<file path="src/rtl/drc_pkg.sv">
`default_nettype none

package drc_pkg;

  localparam int IN_W      = 16;
  localparam int PREFIX_W  = 16;
  localparam int LEVEL_W   = 5;
  localparam int S_TDATA_W = 32;
  localparam int M_TDATA_W = 24;

  // one cover node as it travels from the sequencer to the output register
  typedef struct packed {
    logic                last;
    logic [LEVEL_W-1:0]  level;
    logic [PREFIX_W-1:0] prefix;
  } node_t;

endpackage

`default_nettype wire

</file>
<file path="src/rtl/drc_fifo.sv">
`default_nettype none

module drc_fifo #(
  parameter int WIDTH = 32,
  parameter int DEPTH = 2
) (
  input  wire logic             clk,
  input  wire logic             rst,
  input  wire logic             push_valid,
  output logic                  push_ready,
  input  wire logic [WIDTH-1:0] push_data,
  output logic                  pop_valid,
  input  wire logic             pop_ready,
  output logic [WIDTH-1:0]      pop_data
);

  localparam int AW = (DEPTH > 1) ? $clog2(DEPTH) : 1;
  localparam int CW = $clog2(DEPTH + 1);

  logic [WIDTH-1:0] mem [DEPTH];
  logic [AW-1:0]    wr_ptr;
  logic [AW-1:0]    rd_ptr;
  logic [CW-1:0]    count;
  logic             do_push;
  logic             do_pop;

  assign push_ready = (count != CW'(DEPTH));
  assign pop_valid  = (count != '0);
  assign pop_data   = mem[rd_ptr];
  assign do_push    = push_valid && push_ready;
  assign do_pop     = pop_valid && pop_ready;

  always_ff @(posedge clk) begin
    if (rst) begin
      wr_ptr <= '0;
      rd_ptr <= '0;
      count  <= '0;
    end else begin
      if (do_push) begin
        wr_ptr <= (wr_ptr == AW'(DEPTH - 1)) ? '0 : wr_ptr + AW'(1);
      end
      if (do_pop) begin
        rd_ptr <= (rd_ptr == AW'(DEPTH - 1)) ? '0 : rd_ptr + AW'(1);
      end
      if (do_push && !do_pop) begin
        count <= count + CW'(1);
      end else if (do_pop && !do_push) begin
        count <= count - CW'(1);
      end
    end
  end

  always_ff @(posedge clk) begin
    if (do_push) begin
      mem[wr_ptr] <= push_data;
    end
  end

endmodule

`default_nettype wire

</file>
<file path="src/rtl/drc_front.sv">
`default_nettype none

module drc_front #(
  parameter int KW = 16
) (
  input  wire logic                          s_axis_tvalid,
  output logic                               s_axis_tready,
  input  wire logic [drc_pkg::S_TDATA_W-1:0] s_axis_tdata,
  output logic                               push_valid,
  input  wire logic                          push_ready,
  output logic [2*KW-1:0]                    push_data
);

  logic [KW-1:0] lo;
  logic [KW-1:0] hi;
  logic          empty_range;

  // keys are cut to the key width before anything else
  assign lo = s_axis_tdata[KW-1:0];
  assign hi = s_axis_tdata[drc_pkg::IN_W +: KW];

  // an empty range is taken and dropped here, it never reaches the queue
  assign empty_range   = (lo > hi);
  assign s_axis_tready = push_ready;
  assign push_valid    = s_axis_tvalid && !empty_range;
  assign push_data     = {hi, lo};

endmodule

`default_nettype wire

</file>
<file path="src/rtl/drc_back.sv">
`default_nettype none

module drc_back #(
  parameter int KW = 16
) (
  input  wire logic                          clk,
  input  wire logic                          rst,
  input  wire logic                          q_valid,
  output logic                               q_ready,
  input  wire logic [2*KW-1:0]               q_data,
  output logic                               m_axis_tvalid,
  input  wire logic                          m_axis_tready,
  output logic [drc_pkg::M_TDATA_W-1:0]      m_axis_tdata,
  output logic                               m_axis_tlast
);

  localparam int LW  = $clog2(KW + 1);
  localparam int PAD = drc_pkg::M_TDATA_W - drc_pkg::PREFIX_W - drc_pkg::LEVEL_W;

  logic          busy;
  logic          phase;
  logic [KW-1:0] lo;
  logic [KW-1:0] hi;
  logic [LW-1:0] level;

  logic           p_valid;
  drc_pkg::node_t p_node;
  logic           o_valid;
  drc_pkg::node_t o_node;

  logic           out_free;
  logic           adv;
  logic           gen;
  logic           finish;
  logic [KW-1:0]  gen_key;
  logic           push_p;
  logic [KW-1:0]  lo_inc;
  logic [KW-1:0]  hi_dec;
  drc_pkg::node_t gen_node;
  drc_pkg::node_t p_out;

  assign out_free = !o_valid || m_axis_tready;
  // a step may produce a node only if the pending node has somewhere to go
  assign adv      = !p_valid || out_free;
  assign lo_inc   = lo + KW'(1);
  assign hi_dec   = hi - KW'(1);

  always_comb begin
    gen     = 1'b0;
    finish  = 1'b0;
    gen_key = lo;
    if (busy) begin
      if (lo < hi) begin
        if (!phase) begin
          gen     = lo[0];
          gen_key = lo;
        end else begin
          gen     = !hi[0];
          gen_key = hi;
        end
      end else if (lo == hi) begin
        gen    = 1'b1;
        finish = 1'b1;
      end else begin
        finish = 1'b1;
      end
    end
  end

  always_comb begin
    gen_node.prefix = drc_pkg::PREFIX_W'(gen_key);
    gen_node.level  = drc_pkg::LEVEL_W'(level);
    gen_node.last   = finish;
  end

  // pending node closes the cover when the range ends with no node of its own
  always_comb begin
    p_out      = p_node;
    p_out.last = p_node.last || (busy && finish && !gen);
  end

  // pending node moves out when a newer node arrives or when it ends the cover
  assign push_p = p_valid && out_free && (p_node.last || (busy && (gen || finish)));

  always_ff @(posedge clk) begin
    if (rst) begin
      busy    <= 1'b0;
      phase   <= 1'b0;
      p_valid <= 1'b0;
      o_valid <= 1'b0;
    end else begin
      if (!busy) begin
        if (q_valid) begin
          lo    <= q_data[KW-1:0];
          hi    <= q_data[2*KW-1:KW];
          level <= '0;
          phase <= 1'b0;
          busy  <= 1'b1;
        end
      end else if (adv) begin
        if (finish) begin
          busy <= 1'b0;
        end else if (phase) begin
          lo    <= lo_inc >> 1;
          hi    <= hi_dec >> 1;
          level <= level + LW'(1);
          phase <= 1'b0;
        end else begin
          phase <= 1'b1;
        end
      end

      if (busy && adv && gen) begin
        p_node  <= gen_node;
        p_valid <= 1'b1;
      end else if (push_p) begin
        p_valid <= 1'b0;
      end

      if (push_p) begin
        o_node  <= p_out;
        o_valid <= 1'b1;
      end else if (m_axis_tready) begin
        o_valid <= 1'b0;
      end
    end
  end

  assign q_ready       = !busy;
  assign m_axis_tvalid = o_valid;
  assign m_axis_tdata  = {{PAD{1'b0}}, o_node.level, o_node.prefix};
  assign m_axis_tlast  = o_node.last;

endmodule

`default_nettype wire

</file>
<file path="src/rtl/dyadic_range_cover.sv">
`default_nettype none

// Best range cover of an inclusive key range. Each input word carries a range
// [range_low, range_high]; keys are cut to KEY_BITS bits (at most 16 count).
// The block answers with the minimal list of aligned dyadic nodes that tile
// the range, one node per output word as prefix and level, tlast on the final
// node. An empty range (low above high) is accepted and gives no words. The
// front takes a word per cycle while its two-entry queue has room; the back
// sequencer looks at one node candidate per cycle while the output is not
// stalled, two per tree level, and one node waits in a holding register so
// that tlast is known before it is shown.
module dyadic_range_cover #(
  parameter int KEY_BITS = 16
) (
  input  wire logic                          clk,
  input  wire logic                          rst,
  // s_axis_tdata: range_low [15:0], range_high [31:16]
  input  wire logic                          s_axis_tvalid,
  output logic                               s_axis_tready,
  input  wire logic [drc_pkg::S_TDATA_W-1:0] s_axis_tdata,
  // m_axis_tdata: node_prefix [15:0], node_level [20:16], zero [23:21]
  output logic                               m_axis_tvalid,
  input  wire logic                          m_axis_tready,
  output logic [drc_pkg::M_TDATA_W-1:0]      m_axis_tdata,
  output logic                               m_axis_tlast
);

  localparam int KW = (KEY_BITS < drc_pkg::IN_W) ? KEY_BITS : drc_pkg::IN_W;

  logic            push_valid;
  logic            push_ready;
  logic [2*KW-1:0] push_data;
  logic            q_valid;
  logic            q_ready;
  logic [2*KW-1:0] q_data;

  drc_front #(.KW(KW)) u_front (
    .s_axis_tvalid (s_axis_tvalid),
    .s_axis_tready (s_axis_tready),
    .s_axis_tdata  (s_axis_tdata),
    .push_valid    (push_valid),
    .push_ready    (push_ready),
    .push_data     (push_data)
  );

  drc_fifo #(.WIDTH(2*KW), .DEPTH(2)) u_queue (
    .clk        (clk),
    .rst        (rst),
    .push_valid (push_valid),
    .push_ready (push_ready),
    .push_data  (push_data),
    .pop_valid  (q_valid),
    .pop_ready  (q_ready),
    .pop_data   (q_data)
  );

  drc_back #(.KW(KW)) u_back (
    .clk           (clk),
    .rst           (rst),
    .q_valid       (q_valid),
    .q_ready       (q_ready),
    .q_data        (q_data),
    .m_axis_tvalid (m_axis_tvalid),
    .m_axis_tready (m_axis_tready),
    .m_axis_tdata  (m_axis_tdata),
    .m_axis_tlast  (m_axis_tlast)
  );

endmodule

`default_nettype wire

</file>
<file path="config.mk">
export PLATFORM = sky130hd
export DESIGN_NAME = dyadic_range_cover
export DESIGN_NICKNAME = d
export VERILOG_FILES = /design/src/rtl/drc_pkg.sv /design/src/rtl/drc_fifo.sv /design/src/rtl/drc_front.sv /design/src/rtl/drc_back.sv /design/src/rtl/dyadic_range_cover.sv
export SDC_FILE = /design/constraint.sdc
export NUM_CORES = 1
export LEC_CHECK = 0
export BUFFER_PORTS_ARGS = -buffer_cell sky130_fd_sc_hd__buf_2
export CAP_MARGIN = 20
export CORE_AREA = 2 2 120 122
export CTS_BUF_LIST = sky130_fd_sc_hd__clkbuf_4
export DETAILED_ROUTE_END_ITERATION = 10
export DIE_AREA = 0 0 122 124
export HOLD_SLACK_MARGIN = 0.08
export PLACE_DENSITY = 0.79
export REMOVE_ABC_BUFFERS = 1
export SLEW_MARGIN = 10
export SYNTH_ARGS = -nofsm -noshare
export SYNTH_HDL_FRONTEND = slang
export SYNTH_HIERARCHICAL = 1
export SYNTH_SLANG_ARGS = --single-unit
</file>
<file path="constraint.sdc">
create_clock -name clk -period 10.27 [get_ports clk]
set_input_delay 1.5405 -clock clk [delete_from_list [all_inputs] [get_ports clk]]
set_output_delay 1.5405 -clock clk [all_outputs]
set_load 0.005 [all_outputs]
</file>
==> results of run 1 <==
-- final timing paths --
| path | to | slack [ps] | depth (start not counted) |
|---|---|---|---|
| worst max-delay path | u_queue/mem[1][11] | 6480 | 9 |
| worst min-delay path | u_back/m_axis_tdata[8] | 430 | 0 |
| worst max register to register | u_back/m_axis_tdata[9] | 6820 | 6 |
| worst min register to register | u_back/m_axis_tdata[8] | 430 | 0 |
-- metal layers --
layer | up-vias | wire length [um] | part of all wire, %
met1 | 2055 | 5586 | 45
met2 | 127 | 6015 | 48
met4 | 0 | 246 | 2.0
met3 | 20 | 689 | 5.5
met5 | - | 0 | 0
li1 | 2103 | - | -
-- stage by stage --
step / power, uW / setup WS (ps) / hold WS [ps]
6_report: 1789 / 6478 / 429.4
5_1_grt: 1889 / 6248 / 439.6
4_1_cts: 1797 / 6509 / 432.8
3_5_place_dp: 1386 / 5869 / 404.5
3_3_place_gp: 1363 / 6039 / 400.5
2_1_floorplan: 1248 / 4903 / 400.3
-- synth_stat cells, types with 3 or more instances --
cell,count
buf_4,37
nand3_1,17
and3_1,7
clkbuf_1,8
nand2_1,17
nand4_1,6
or3_1,3
xnor2_1,20
nor2b_1,6
o21ai_0,5
xor2_1,12
dfxtp_1,9
buf_2,3
mux2_2,39
nor2_1,47
inv_1,38
nor3_1,6
edfxtp_1,145
o21a_1,3
a21oi_1,42
mux2i_1,4
and2_1,4
mux2_4,8
ha_1,36
nand2b_1,4
-- state kept, by name, summed over array words and instances, names as in the netlist, 2 cells and up, named ones only --
| name | cells |
|---|---|
| u_back/hi | 16 |
| u_back/level | 5 |
| u_back/lo | 16 |
| u_back/m_axis_tdata | 21 |
| u_back/p_node | 22 |
| u_queue/count | 2 |
| u_queue/mem | 64 |
-- area by class of cell --
cell class | count | area (um^2) | share of cell area (%)
clock inverter | 14 | 195.2 | 2.421
timing repair buffer | 65 | 340.3 | 4.221
inverter | 39 | 146.4 | 1.816
tap | 180 | 225.2 | 2.793
antenna | 1 | 2.502 | 0.03104
multi-input combinational | 323 | 2482 | 30.79
clock buffer | 18 | 135.1 | 1.676
sequential | 154 | 4536 | 56.25
-- cells by family after synthesis --
group | Yosys count | synth area share, %
DFF | 154 | 60.59
and+or+nand+nor | 129 | 8.912
buffers and inverters | 90 | 6.587
AOI/OAI and AO/OA | 70 | 5.785
muxes | 53 | 8.310
adders and majority gates | 36 | 6.019
xor gates and xnor gates | 32 | 3.745
other | 1 | 0.05011
-- power breakdown --
part           switching [uW]  internal [uW]
sequential               59.8            820
clock                     213            197
combinational             288            211
-- worst reg2reg max path, cell delays in order, from the launching register on --
cell      delay [ps]
edfxtp_1         510
ha_1             350
nand4_1          130
or3_4            450
o22ai_1          410
or3_1            400
o311a_1          820
==> key figures, run 1 <==
Clock tree
  • Max clock buf depth: 2
  • Clk_lat worst skew: between 500 and 600 ps
  • H-tree depth reported by CTS: 4
  • Clock sinks: 154
  • CTS clk-pin slew, worst paths: roughly 120 ps
  • CTS root buf: clkbuf_4
  • Total CTS buffers: 17
  • Cts hold-fix bufs: 0
  • Postcts setup bufs: 0
  • CTS tree: done
  • Post-CTS sizing: 0

Floorplan
  • Core Box Area: between 10000 and 15000 um^2
  • Starting density of the core: between 50% and 60%
  • Die Ht: approximately 120 um
  • Die X: between 100 and 150 um
  • Rows: between 40 and 50
  • I/O Pins: 63
  • Die footprint: between 15000 and 20000 um^2

Placed design
  • Hpwl dp: about 9 mm
  • Input/output buffers: around 60
  • Placer Congestion: a little under 0.9
  • Placed Area: around 7700 um^2
  • Placed cell count: between 700 and 800

STA
  • Crit path time final: about 3800 ps
  • Final Hold Vio Count: 0
  • Setup violations, final: 0
  • Max Freq: approximately 260 MHz
  • RSZ-0062 raised after global routing: no
  • Worst Tran Pin Value: 900.2 ps
  • Final Max Tran Viols: 0
  • Clk_skew: roughly 16 ps
  • Rel. slew slack: between 30% and 40%
  • Setup TNS: 0 ps
  • Fin crit share: between 30% and 40%

Layout
  • Most frequent cells in the layout: edfxtp_1 (145), buf_2 (59), nor2_1 (47)
  • Post-route design area: approximately 8000 um^2
  • NumNets Final: approximately 670
  • Commonest non-fill, non-tap cell in the layout: edfxtp_1
  • Fraction of layout instances using a drive strength above 1: 25.77%
  • Syn-to-layout area delta: 7.741%
  • Non-Filler Instances: between 700 and 800
  • Fill cells: about 1100
  • Final Util: 58.77%

Synthesis
  • Top FF cell, synth: edfxtp_1
  • Async set or reset register ratio after synthesis: 0%
  • Yosys warns: 6
  • Top cells by area, synth: edfxtp_1 (58%), ha_1 (6.0%), mux2_2 (5.9%), buf_4 (3.7%), a21oi_1 (2.8%)
  • Cells after Synth: 565
  • Area leader, netlist: edfxtp_1
  • Synth top area share: between 50% and 60%
  • Flops & latches, synth: around 150
  • Seq/Total Area, Yosys: between 60% and 70%
  • Synth Cell Area: 7483 um^2
  • Synth Area per Inst: roughly 13 um^2
  • Number of synthesized flops with an enable pin: ~150
  • Count of cell types in the netlist: between 50 and 60

Power and ir drop
  • Leak: around 0.003 uW
  • Power Density: 221.9 nW/um^2
  • VDD IR max: 0.09832 mV

Worst setup path
  • WP data arrival: slightly above 4000 ps
  • Critical-path cell list: buf_2 -> inv_1 -> ha_1 -> a21oi_1 -> o21ai_1 -> a221o_1 -> o31ai_1 -> and3_1 -> buf_4
  • Worst R2R Start: u_back/lo[13]
  • CP Buf/Inv Count: 3
  • CP max stage cell: and3_1
  • Critical path type: in -> reg
  • Setup crit start kind: input port
  • CP max FO: 18
  • CP Capture Type: flop
  • Delay of the slowest cell on the worst path: about 700 ps
  • Critical Path Source: s_axis_tdata[21]
  • Crit path required time: 10530 ps
  • Top delay family on crit path: compound AO/OA/AOI/OAI gates

Job
  • Max_cap viols: 0

Detailed routing
  • DRC errors left: 0
  • Antenna Nets Post-Route: 0
  • Avg Vias per Cell: approximately 5.4
  • Total Routed Length: between 10 and 15 mm
  • Starting DRT DRC Count: about 270
  • Routed vias: between 4000 and 5000
  • WL per Instance: 15.79 um
  • First-pass iteration count of the detailed router: 5

GRT
  • Vias in the first global route: around 4000
  • Largest net degree at the start of global routing: just over 70
  • Total GRT Usage: between 10% and 20%
  • Met1 Usage GRT: a little under a quarter
  • Gr busiest metal: met2
  • Met3 Usage GRT: under 10%
  • Initial antenna violation count: 1
  • Grt ovf: 0
  • First-pass GRT wire length: 19.97 mm
  • Met2 usage: approximately 28%

Worst hold path
  • Hold_sp: u_back/p_node[8]
  • Worst hold path type: reg -> reg

Outcome
  • Status: completed
(Power assumes the default switching activity.)
==> run 2, diff against run 1 <==
==> constraint.sdc (replaced) <==
create_clock -name clk -period 3.58 [get_ports clk]
set_input_delay 0.537 -clock clk [delete_from_list [all_inputs] [get_ports clk]]
set_output_delay 0.537 -clock clk [all_outputs]
set_load 0.005 [all_outputs]
==> run 2 against run 1 <==
Critical path depth is 3 lower. Count of clock-buffer cells in the layout is 1 lower. Worst setup slack worse by 6000 ps. Power grew to 2.8 times the previous value. Largest cell class unchanged. Clock power is 130% higher. Global-route usage is 1.4 points higher. Final cell count stayed put.
==> key figures, run 2 (synthesis gave the netlist of run 1 again) <==
Detailed routing
  • WL per Instance: 16.81 um (+6.5%)
  • Wire length on met2: 6.334 mm (+5.3%)
  • Starting DRT DRC Count: 332 (+25%)
  • Routed vias: 4365 (+1.4%)
  • First-pass iteration count of the detailed router: 5 (unchanged)
  • Total Routed Length: 13.35 mm (+6.5%)
  • DRC errors left: 0 (unchanged)
  • Antenna Nets Post-Route: 0 (unchanged)
  • Max Used Layer: met4
  • Avg Vias per Cell: 5.497 (+1.4%)
  • Wire length on met3: 938 um (+36%)
  • Met1 wire length: 5.697 mm (+2.0%)

GRT
  • Total GRT Usage: 18.97% (+1.4 points)
  • Vias in the first global route: 4285 (+6.5%)
  • Largest net degree at the start of global routing: 71 (-1.4%)
  • Grt ovf: 0 (unchanged)
  • Initial antenna violation count: 1 (unchanged)
  • First-pass GRT wire length: 21.46 mm (+7.5%)

STA
  • Setup TNS: 0 ps (unchanged)
  • Max Freq: ~330 MHz
  • Rel. slew slack: 54.11% (+14 points)
  • Final Hold Vio Count: 0 (unchanged)
  • Final Max Tran Viols: 0 (unchanged)
  • RSZ-0062 raised after global routing: no
  • Clk_skew: 15.56 ps (-0.4952 ps)
  • Setup violations, final: 0 (unchanged)
  • Worst Tran Pin Value: 688.4 ps (-211.8 ps)
  • Fin crit share: between 80 and 90%
  • Crit path time final: slightly above 3000 ps

Power and ir drop
  • Pint: 3316 uW (+170%)
  • Pwr Total: 4959 uW (+180%)
  • Combinational group share of total power: 29.5% (+1.6 points)
  • Clock power frac: 19.3% (-3.6 points)
  • Leak: 0.002969 uW (-0.64%)
  • Sequential share of power: 51.2% (+2.0 points)
  • P_sw: 1643 uW (+190%)
  • Power Density: 617.3 nW/um^2 (+180%)
  • VDD IR max: 0.2760 mV (+180%)
  • Sw Share: 33.14% (+1.8 points)

Layout
  • NumNets Final: 673 (+0.15%)
  • Syn-to-layout area delta: 7.340%
  • Most flop-heavy register: u_queue/mem
  • Non-Filler Instances: 794 (unchanged)
  • Fraction of layout instances using a drive strength above 1: 25.77% (unchanged)
  • Largest register FFs: 64 (unchanged)
  • Most frequent cells in the layout: edfxtp_1 (145), buf_2 (59), nor2_1 (47)
  • Commonest non-fill, non-tap cell in the layout: edfxtp_1

Clock tree
  • Cts hold-fix bufs: 0 (unchanged)
  • Clock sinks: 154 (unchanged)
  • Postcts setup bufs: 0 (unchanged)
  • H-tree depth reported by CTS: 4 (unchanged)
  • Clk_lat worst skew: 550 ps (about the same)
  • CTS clk-pin slew, worst paths: 130 ps (about the same)
  • Post-CTS sizing: 0 (unchanged)
  • CTS tree: done
  • CTS root buf: clkbuf_4
  • Total CTS buffers: 17 (unchanged)
  • Max clock buf depth: 2 (unchanged)

Worst setup path
  • WP data arrival: 3260 ps (-790 ps)
  • CP Capture Type: flop
  • Crit path required time: 3770 ps (-6760 ps)
  • CP max FO: 22 (+4)
  • Setup crit start kind: flop
  • Critical path type: reg -> reg

Floorplan
  • Core Box Area: 13720 um^2 (unchanged)
  • Starting density of the core: 54.55% (unchanged)
  • Die Ht: 124 um (unchanged)
  • I/O Pins: 63 (unchanged)
  • Rows: 43 (unchanged)
  • Die footprint: 15130 um^2 (unchanged)
  • Die X: 122 um (unchanged)

Placed design
  • Placer Congestion: 0.8595 (-1.1%)
  • Input/output buffers: 59 (unchanged)
  • Placed cell count: 762 (+0.13%)
  • Hpwl dp: 9.532 mm (+6.2%)

Worst hold path
  • Worst hold path type: in -> reg

Outcome
  • Status: completed

Job
  • Max_cap viols: 0 (unchanged)
## run 2: layout make-up
class | instances | area (um^2)
fill | 1084 | 5687
multi-input combinational | 323 | 2482
antenna | 1 | 2.502
sequential | 154 | 4536
clock buffer | 17 | 127.6
timing repair buffer | 66 | 389.1
tap | 180 | 225.2
clock inverter | 14 | 123.9
inverter | 39 | 146.4
## run 2: final timing paths
path / start / to / slack [ps] / depth (start not counted)
hold / removal: s_axis_tdata[20] / u_queue/mem[1][20] / 180 / 1
hold reg to reg: u_back/p_node[6] / u_back/m_axis_tdata[6] / 430 / 0
setup reg to reg: u_back/lo[13] / u_back/p_node[11] / 520 / 6
setup / recovery: u_back/lo[13] / u_back/p_node[11] / 520 / 6
## run 2: metrics by stage
step                setup slack, ps  hold WS, ps  utilization (%)  instance area, um^2
finish                        517.5        176.3            58.55                 8033
global route                  333.0        120.5            58.55                 8033
CTS                           525.1        126.0            58.53                 8030
detailed placement            547.7        404.5            56.70                 7779
global placement              622.2        402.3            56.62                 7767
floorplan                     -1574        400.3                -                 7144
## run 2: power by group through the flow
stage	Sequential (uW)	Clock (uW)	Combinational (uW)
floorplan	2630	0	949
global route	2570	1050	1620
global placement	2560	0	1400
detailed placement	2580	0	1450
finish	2540	957	1460
CTS	2540	985	1460
## run 2: metal layers
metal | up-vias | track usage (%)
met2 | 179 | 31.01
li1 | 2101 | -
met5 | - | 0
met1 | 2056 | 23.91
met3 | 29 | 4.487
met4 | 0 | 9.267
## run 2: worst max-delay path, cell delays in order, from the launching register on
cell	delay (ps)
edfxtp_1	490
ha_1	340
nand4_1	120
or3_4	430
o22ai_1	370
or3_1	390
mux2_2	560
